[config.mk]
export PLATFORM = sky130hd
export DESIGN_NAME = dary_min_heap_queue_top
export DESIGN_NICKNAME = d
export VERILOG_FILES = /design/src/rtl/core/dmhq_pkg.sv /design/src/rtl/core/dmhq_engine.sv /design/src/rtl/core/dary_min_heap_queue_top.sv
export VERILOG_INCLUDE_DIRS = /design/src /design/src/rtl/core
export SDC_FILE = /design/constraint.sdc
export NUM_CORES = 2
export LEC_CHECK = 0
export ABC_AREA = 0
export BUFFER_PORTS_ARGS = -buffer_cell sky130_fd_sc_hd__buf_4
export CORE_ASPECT_RATIO = 0.75
export CORE_MARGIN = 4
export CORE_UTILIZATION = 35
export DETAILED_ROUTE_END_ITERATION = 8
export GPL_TIMING_DRIVEN = 1
export PLACE_DENSITY = 0.51
export SKIP_LAST_GASP = 1
export SYNTH_ARGS = -nofsm -noshare
export SYNTH_HDL_FRONTEND = slang
export SYNTH_SLANG_ARGS = --single-unit
export TNS_END_PERCENT = 50
[constraint.sdc]
create_clock -name clk -period 8.1 [get_ports clk]
set_input_delay 0.405 -clock clk [delete_from_list [all_inputs] [get_ports clk]]
set_output_delay 0.405 -clock clk [all_outputs]
set_load 0.05 [all_outputs]
[src/rtl/core/dary_min_heap_queue_top_defines.svh]
// Assertion macros used by the heap queue engine RTL.
`ifndef DARY_MIN_HEAP_QUEUE_TOP_DEFINES_SVH
`define DARY_MIN_HEAP_QUEUE_TOP_DEFINES_SVH

// same-cycle implication, sampled on clk, off while rst_n is low
`define DMHQ_ASSERT_NOW(label, ante, cons, msg) \
  label: assert property (@(posedge clk) disable iff (!rst_n) (ante) |-> (cons)) \
    else $error(msg);

// next-cycle implication, sampled on clk, off while rst_n is low
`define DMHQ_ASSERT_NEXT(label, ante, cons, msg) \
  label: assert property (@(posedge clk) disable iff (!rst_n) (ante) |=> (cons)) \
    else $error(msg);

`endif

[src/rtl/core/dmhq_pkg.sv]
// Types, constants and index helpers for the d-ary min-heap queue.
`default_nettype none

package dmhq_pkg;

  localparam int ARITY    = 3;
  localparam int CAPACITY = 64;

  localparam int KEY_W = 32;
  localparam int EC_W  = 7;
  localparam int IDX_W = $clog2(CAPACITY);
  localparam int CNT_W = $clog2(CAPACITY + 1);
  localparam int CHW   = $clog2(CAPACITY * ARITY + 1);

  // parent = (pos - 1) / ARITY by reciprocal multiply, exact for IDX_W-bit values
  localparam int UP_SH  = IDX_W + $clog2(ARITY);
  localparam int UP_MUL = (2 ** UP_SH + ARITY - 1) / ARITY;
  localparam int PROD_W = UP_SH + IDX_W + 1;

  typedef enum logic {
    CMD_INSERT = 1'b0,
    CMD_DELETE = 1'b1
  } cmd_t;

  typedef enum logic [1:0] {
    ST_DONE  = 2'd0,
    ST_FULL  = 2'd1,
    ST_EMPTY = 2'd2
  } status_t;

  typedef struct packed {
    cmd_t                    cmd;
    logic signed [KEY_W-1:0] key_in;
  } in_word_t;

  typedef struct packed {
    status_t                 status;
    logic signed [KEY_W-1:0] removed_key;
    logic signed [KEY_W-1:0] new_min;
    logic [EC_W-1:0]         entry_count;
  } out_word_t;

  function automatic logic [IDX_W-1:0] parent_of(logic [IDX_W-1:0] pos);
    logic [IDX_W-1:0]  v;
    logic [PROD_W-1:0] p;
    v = pos - 1'b1;
    p = PROD_W'(v) * PROD_W'(UP_MUL);
    return p[UP_SH +: IDX_W];
  endfunction

  function automatic logic [CHW-1:0] first_child(logic [IDX_W-1:0] pos);
    return CHW'(pos) * CHW'(ARITY) + CHW'(1);
  endfunction

  function automatic logic [EC_W-1:0] ec_of(logic [CNT_W-1:0] c);
    logic [CNT_W+EC_W-1:0] w;
    w = {{EC_W{1'b0}}, c};
    return w[EC_W-1:0];
  endfunction

endpackage

`default_nettype wire

[src/rtl/core/dmhq_engine.sv]
// Heap sequencer: key store memory, sift-up and sift-down control.
`default_nettype none
`include "dary_min_heap_queue_top_defines.svh"

module dmhq_engine
  import dmhq_pkg::*;
(
  input  wire logic      clk,
  input  wire logic      rst_n,
  input  wire logic      start,
  input  wire in_word_t  item,
  output logic           idle,
  output logic           res_valid,
  input  wire logic      res_take,
  output out_word_t      res
);

  typedef enum logic [7:0] {
    S_IDLE    = 8'b0000_0001,
    S_UP_LVL  = 8'b0000_0010,
    S_UP_CMP  = 8'b0000_0100,
    S_DEL_LD  = 8'b0000_1000,
    S_DN_LVL  = 8'b0001_0000,
    S_DN_SCAN = 8'b0010_0000,
    S_DONE    = 8'b0100_0000,
    S_SPARE   = 8'b1000_0000
  } state_t;

  logic [KEY_W-1:0] mem [CAPACITY];

  state_t                  state_r, state_nxt;
  logic [CNT_W-1:0]        cnt_r, cnt_nxt;
  logic [IDX_W-1:0]        pos_r, pos_nxt;
  logic [IDX_W-1:0]        par_r, par_nxt;
  logic [IDX_W-1:0]        last_r, last_nxt;
  logic [IDX_W-1:0]        cmp_idx_r, cmp_idx_nxt;
  logic [IDX_W-1:0]        best_idx_r, best_idx_nxt;
  logic                    best_vld_r, best_vld_nxt;
  logic signed [KEY_W-1:0] best_r, best_nxt;
  logic signed [KEY_W-1:0] x_r, x_nxt;
  logic signed [KEY_W-1:0] root_r, root_nxt;
  logic signed [KEY_W-1:0] removed_r, removed_nxt;
  status_t                 status_r, status_nxt;
  logic signed [KEY_W-1:0] rd_data_r;

  logic                    we, re;
  logic [IDX_W-1:0]        waddr, raddr;
  logic signed [KEY_W-1:0] wdata;
  logic [CNT_W-1:0]        cnt_m1;
  logic [CHW-1:0]          first_w, lastc_w, last_sel;
  logic                    take;
  logic signed [KEY_W-1:0] bk;
  logic [IDX_W-1:0]        bi;

  assign cnt_m1   = cnt_r - 1'b1;
  assign first_w  = first_child(pos_r);
  assign lastc_w  = first_w + CHW'(ARITY - 1);
  assign last_sel = (lastc_w >= CHW'(cnt_r)) ? CHW'(cnt_m1) : lastc_w;
  assign take     = !best_vld_r || (rd_data_r < best_r);
  assign bk       = take ? rd_data_r : best_r;
  assign bi       = take ? cmp_idx_r : best_idx_r;

  always_comb begin
    state_nxt    = state_r;
    cnt_nxt      = cnt_r;
    pos_nxt      = pos_r;
    par_nxt      = par_r;
    last_nxt     = last_r;
    cmp_idx_nxt  = cmp_idx_r;
    best_idx_nxt = best_idx_r;
    best_vld_nxt = best_vld_r;
    best_nxt     = best_r;
    x_nxt        = x_r;
    removed_nxt  = removed_r;
    status_nxt   = status_r;
    we           = 1'b0;
    waddr        = pos_r;
    wdata        = x_r;
    re           = 1'b0;
    raddr        = '0;
    case (state_r)
      S_IDLE: begin
        if (start) begin
          status_nxt  = ST_DONE;
          removed_nxt = '0;
          if (item.cmd == CMD_INSERT) begin
            if (cnt_r >= CNT_W'(CAPACITY)) begin
              status_nxt = ST_FULL;
              state_nxt  = S_DONE;
            end else begin
              pos_nxt   = cnt_r[IDX_W-1:0];
              x_nxt     = item.key_in;
              cnt_nxt   = cnt_r + 1'b1;
              state_nxt = S_UP_LVL;
            end
          end else begin
            if (cnt_r == '0) begin
              status_nxt = ST_EMPTY;
              state_nxt  = S_DONE;
            end else begin
              removed_nxt = root_r;
              cnt_nxt     = cnt_m1;
              if (cnt_m1 == '0) begin
                state_nxt = S_DONE;
              end else begin
                re        = 1'b1;
                raddr     = cnt_m1[IDX_W-1:0];
                state_nxt = S_DEL_LD;
              end
            end
          end
        end
      end
      S_UP_LVL: begin
        if (pos_r == '0) begin
          we        = 1'b1;
          state_nxt = S_DONE;
        end else begin
          par_nxt   = parent_of(pos_r);
          re        = 1'b1;
          raddr     = par_nxt;
          state_nxt = S_UP_CMP;
        end
      end
      S_UP_CMP: begin
        we = 1'b1;
        if (x_r < rd_data_r) begin
          wdata     = rd_data_r;
          pos_nxt   = par_r;
          state_nxt = S_UP_LVL;
        end else begin
          state_nxt = S_DONE;
        end
      end
      S_DEL_LD: begin
        x_nxt     = rd_data_r;
        pos_nxt   = '0;
        state_nxt = S_DN_LVL;
      end
      S_DN_LVL: begin
        if (first_w >= CHW'(cnt_r)) begin
          we        = 1'b1;
          state_nxt = S_DONE;
        end else begin
          re           = 1'b1;
          raddr        = first_w[IDX_W-1:0];
          cmp_idx_nxt  = first_w[IDX_W-1:0];
          last_nxt     = last_sel[IDX_W-1:0];
          best_vld_nxt = 1'b0;
          state_nxt    = S_DN_SCAN;
        end
      end
      S_DN_SCAN: begin
        best_nxt     = bk;
        best_idx_nxt = bi;
        best_vld_nxt = 1'b1;
        if (cmp_idx_r == last_r) begin
          we = 1'b1;
          if (bk < x_r) begin
            wdata     = bk;
            pos_nxt   = bi;
            state_nxt = S_DN_LVL;
          end else begin
            state_nxt = S_DONE;
          end
        end else begin
          re          = 1'b1;
          raddr       = cmp_idx_r + 1'b1;
          cmp_idx_nxt = cmp_idx_r + 1'b1;
        end
      end
      S_DONE: begin
        if (res_take) begin
          state_nxt = S_IDLE;
        end
      end
      default: begin
        state_nxt = S_IDLE;
      end
    endcase
  end

  assign root_nxt = (we && waddr == '0) ? wdata : root_r;

  always_ff @(posedge clk) begin
    if (we) begin
      mem[waddr] <= wdata;
    end
    if (re) begin
      rd_data_r <= mem[raddr];
    end
  end

  always_ff @(posedge clk) begin
    if (!rst_n) begin
      state_r <= S_IDLE;
      cnt_r   <= '0;
    end else begin
      state_r <= state_nxt;
      cnt_r   <= cnt_nxt;
    end
  end

  always_ff @(posedge clk) begin
    pos_r      <= pos_nxt;
    par_r      <= par_nxt;
    last_r     <= last_nxt;
    cmp_idx_r  <= cmp_idx_nxt;
    best_idx_r <= best_idx_nxt;
    best_vld_r <= best_vld_nxt;
    best_r     <= best_nxt;
    x_r        <= x_nxt;
    root_r     <= root_nxt;
    removed_r  <= removed_nxt;
    status_r   <= status_nxt;
  end

  assign idle            = (state_r == S_IDLE);
  assign res_valid       = (state_r == S_DONE);
  assign res.status      = status_r;
  assign res.removed_key = removed_r;
  assign res.new_min     = (cnt_r != '0) ? root_r : '0;
  assign res.entry_count = ec_of(cnt_r);

  `DMHQ_ASSERT_NEXT(a_start_busy, start && idle, !idle, "accepted word left engine idle")
  `DMHQ_ASSERT_NOW(a_wr_live, we, CNT_W'(waddr) < cnt_r, "write outside live entries")
  `DMHQ_ASSERT_NOW(a_rd_live, re && !idle, CNT_W'(raddr) < cnt_r, "read outside live entries")
  `DMHQ_ASSERT_NOW(a_cnt_cap, 1'b1, cnt_r <= CNT_W'(CAPACITY), "count above capacity")
  `DMHQ_ASSERT_NEXT(a_res_hold, res_valid && !res_take, res_valid && $stable(res),
                    "result changed before taken")

endmodule

`default_nettype wire

[src/rtl/core/dary_min_heap_queue_top.sv]
// Top level of the d-ary min-heap priority queue: handshakes and result register.
//
// Input channel in_valid/in_ready/in_word carries one command word: insert key_in,
// or delete the minimum. Result channel out_valid/out_ready/out_word returns one
// word per command: status, removed key, new root key and entry count.
// Commands are handled one at a time; in_ready is high while the heap sequencer
// is idle. The key store has a single read port, so the sequencer reads one key
// at a time; the result enters the output register in the same cycle that in_ready rises:
//   insert: for each level the key climbs (0..4), read the parent, then move it
//   down or stop; the key is written where it stops, at the latest at the root.
//   delete: load the last key, then per visited level read the live children one
//   by one and move the smallest up. Refused requests and removing the last key need no walk.
// The result lands in an output register; the next command is accepted while it
// waits. If out_ready stays low, the following result is held in the sequencer,
// which then stops accepting commands until the register drains.
// Reset empties the queue (count zero); key store contents need no clearing and
// are left as they are.
`default_nettype none

module dary_min_heap_queue_top
  import dmhq_pkg::*;
(
  input  wire logic      clk,
  input  wire logic      rst_n,
  input  wire logic      in_valid,
  output logic           in_ready,
  input  wire in_word_t  in_word,
  output logic           out_valid,
  input  wire logic      out_ready,
  output out_word_t      out_word
);

  logic      idle;
  logic      res_valid;
  logic      res_take;
  out_word_t res;
  logic      out_valid_r, out_valid_nxt;
  out_word_t out_word_r;

  dmhq_engine u_engine (
    .clk       (clk),
    .rst_n     (rst_n),
    .start     (in_valid && idle),
    .item      (in_word),
    .idle      (idle),
    .res_valid (res_valid),
    .res_take  (res_take),
    .res       (res)
  );

  assign res_take      = res_valid && (!out_valid_r || out_ready);
  assign out_valid_nxt = res_take || (out_valid_r && !out_ready);

  always_ff @(posedge clk) begin
    if (!rst_n) begin
      out_valid_r <= 1'b0;
    end else begin
      out_valid_r <= out_valid_nxt;
    end
  end

  always_ff @(posedge clk) begin
    if (res_take) begin
      out_word_r <= res;
    end
  end

  assign in_ready  = idle;
  assign out_valid = out_valid_r;
  assign out_word  = out_word_r;

endmodule

`default_nettype wire

==> impl_metrics.py <==
metrics = {
    "die": {
        "start_util_pct": 35.2,
        "core_area_um2": 273000,
        "ios": 112,
        "fp.dieW_um": 613,
        "row_count": 166,
        "die_area_um2": 283000,
        "die_y_um": 462,
    },
    "worst_setup_path": {
        "cp_max_fo": 9,
        "worst_setup_path_start_kind": "register",
        "worstSetupPathType": "reg2reg",
        "end_kind": "register",
        "critical_path_arrival_ps": 8540,
        "r2r_cells": 22,
        "r2r_slack_ps": 220,
        "required_ps": 8760,
    },
    "layout": {
        "drive_above_1_share_pct": 12.8,
        "fillCellCount": 25100,
        "synthToLayoutAreaGrowth_pct": 16.3,
        "nets": 7466,
    },
    "route": {
        "routed.top_layer": "met5",
        "wl_met3_um": 35000,
        "drc_errors": 0,
        "drt_first_pass_iters": 6,
        "wl_um": 341000,
        "wl_per_cell_um": 30.9,
        "wl_met1_um": 154000,
        "route.met2.wl_um": 142000,
        "via_per_inst": 5.77,
        "dr.first_iter.drc_count": 8682,
        "num_vias": 63800,
        "drtAntennaViolNets": 0,
    },
    "synth": {
        "ys_ff_latch": 2328,
        "synth-edff-count": 2313,
        "ys.flop_type": "edfxtp_1",
        "synth.most_common_cell": "edfxtp_1",
        "synth_cells": 6948,
        "synth_top_area_share_pct": 72.3,
        "ys_seq_area_share_pct": 72.6,
        "syn_avg_cell_area_um2": 13.8,
        "synth_nets": 7146,
        "yosys_warnings": 0,
        "synth_top_area_cell": "edfxtp_1",
        "ys_async_sr_fraction_pct": 0,
        "synthTopCellsByCount": "edfxtp_1, nand2_1, nand3_1",
        "syn_area_um2": 96100,
        "synth_area_leaders": "edfxtp_1, nand2_1, ha_1, nand3_1, mux2i_1",
        "ys_types": 90,
    },
    "cts": {
        "cts_tree": "done",
        "cts_buffers": 229,
        "htreeDepth": 4,
        "clk_path_buf_depth": 4,
        "root_buffer": "clkbuf_16",
        "clk_pin_slew_ps": 70,
        "cts_setup_buffers": 0,
        "cts_num_sinks": 2328,
        "clock_insertion_delay_worst_skew_ps": 920,
    },
    "timing": {
        "timing.final.max_slew_violations": 0,
        "hold_viol": 0,
        "clock_skew_ps": 77.3,
        "fmax_mhz": 127,
        "relSlewSlack_pct": 8.63,
        "worst_pin_slew_ps": 1340,
        "timing.setup.tns_ps": 0,
        "fin_crit_sh_pct": 97.3,
        "rsz0062_at_grt": "no",
        "fin_crit_ps": 7880,
        "finalSetupViolations": 0,
    },
    "worst_hold_path": {
        "min_delay_path_depth": 2,
        "hp-class": "in2reg",
    },
    "grt": {
        "antenna_found_initial": 25,
        "grt.total_usage_pct": 23.5,
        "grt_overflow": 0,
        "first_global_vias": 59500,
        "grt_max_degree": 128,
        "grt_pass1_wl_um": 475000,
    },
    "job": {
        "cap_violations": 0,
    },
    "placement": {
        "globalplace.congestion": 0.908,
        "detailed_place_hpwl_um": 211000,
        "port_buffers": 111,
    },
    "power_and_ir_drop": {
        "p_total_mw": 31.6,
        "leakage_nw": 38.5,
        "ir_worst_vdd_mv": 0.203,
        "power_density_nw_per_um2": 283,
    },
    "run_status": {
        "status": "finished clean",
    },
}
cell families (layout without fill, tap and decap cells):
logic type,count (synthesis),after routing,synth area share [%]
AOI/OAI and AO/OA,1133,1133,8.59
muxes,196,196,2.07
xor gates and xnor gates,32,32,0.292
buffers and inverters,587,1078,2.66
and+or+nand+nor,2511,2511,11.6
adders and majority gates,161,161,2.14
other,0,10,0
DFF,2328,2328,72.6
registers in the layout, summed over array words and instances (netlist names), 7 cells and up:
register,flops
u_engine.root_r,32
u_engine.state_r,7
out_word,73
u_engine.x_r,32
u_engine.removed_r,32
u_engine.rd_data_r,32
u_engine.best_r,32
u_engine.mem,2048
u_engine.cnt_r,7
routing by layer:
layer	vias to the layer above	global-route usage [%]
met1	32900	35.8
met4	8	6.42
met2	3286	33.5
li1	27100	-
met5	-	0
met3	476	5.27
final timing paths:
| path | end | start |
|---|---|---|
| hold reg to reg | out_word[51] | u_engine.removed_r[12] |
| setup reg to reg | u_engine.rd_data_r[17] | u_engine.pos_r[1] |
| setup / recovery | u_engine.rd_data_r[17] | u_engine.pos_r[1] |
| hold / removal | u_engine.status_r[0] | in_word[32] |
metrics by stage:
stage	std cells	util [%]	setup WS (ps)	instance area (um^2)	hold slack (ps)
6_report	11100	40.9	222	112000	133
5_1_grt	11100	40.9	91.8	112000	154
4_1_cts	11100	40.9	317	112000	85.8
3_5_place_dp	10600	38.2	347	104000	405
3_3_place_gp	10600	38.2	180	104000	404
2_1_floorplan	6948	-	2050	96100	400
final cells by class:
| type | count | area, um^2 | share of cell area, % |
|---|---|---|---|
| antenna | 10 | 25.0 | 0.0224 |
| clock buffer | 286 | 6010 | 5.38 |
| clock inverter | 116 | 1090 | 0.973 |
| inverter | 145 | 549 | 0.492 |
| multi-input combinational | 4033 | 24500 | 21.9 |
| sequential | 2328 | 69800 | 62.5 |
| tap | 3612 | 4520 | 4.05 |
| timing repair buffer | 531 | 5240 | 4.69 |
power by group:
| group | total, mW | switching [mW] | internal [mW] | leakage, nW |
|---|---|---|---|---|
| registers | 13.7 | 0.212 | 13.5 | 21.0 |
| clock network | 10.5 | 4.62 | 5.86 | 3.46 |
| logic | 7.33 | 5.09 | 2.24 | 14.0 |
what timing repair did:
item / in CTS / in global routing
gates resized for setup: 0 / 1
endpoints found under the setup margin: 0 / 1
hold buffers: 34 / 0
hold endpoints to repair: 47 / 0
worst max-delay path: stages, from the launching register on:
cell	delay, ps
edfxtp_1	470
inv_1	180
ha_1	260
nand2_1	90
buf_4	290
nand3_1	140
xnor2_1	480
ha_1	340
ha_1	280
inv_1	50
fa_1	500
inv_1	60
ha_1	270
o21ai_0	130
a221oi_1	550
o21a_1	250
nor3_1	110
or3_4	540
nor2_2	620
a2111oi_0	410
a2111oi_0	1230
a31oi_1	130
o211a_1	280
cell usage in the layout, fill, tap and decap left out, drive strengths merged, types with 30 or more instances in the layout:
| cell | Yosys | final |
|---|---|---|
| a211oi | 184 | 184 |
| a21o | 35 | 35 |
| a21oi | 110 | 110 |
| a22o | 30 | 30 |
| a311oi | 150 | 150 |
| a31o | 32 | 32 |
| a31oi | 175 | 175 |
| a32oi | 52 | 52 |
| and2 | 45 | 45 |
| and3 | 267 | 267 |
| buf | 265 | 497 |
| clkbuf | 177 | 286 |
| clkinv | 3 | 91 |
| dlygate4sd3 | 0 | 34 |
| edfxtp | 2313 | 2313 |
| ha | 156 | 156 |
| inv | 142 | 148 |
| mux2i | 181 | 181 |
| nand2 | 1500 | 1500 |
| nand3 | 373 | 373 |
| nand4 | 56 | 56 |
| nor2 | 145 | 145 |
| nor3 | 42 | 42 |
| o21ai | 140 | 140 |
| o22ai | 30 | 30 |
Power figures use the tool's default switching activity.
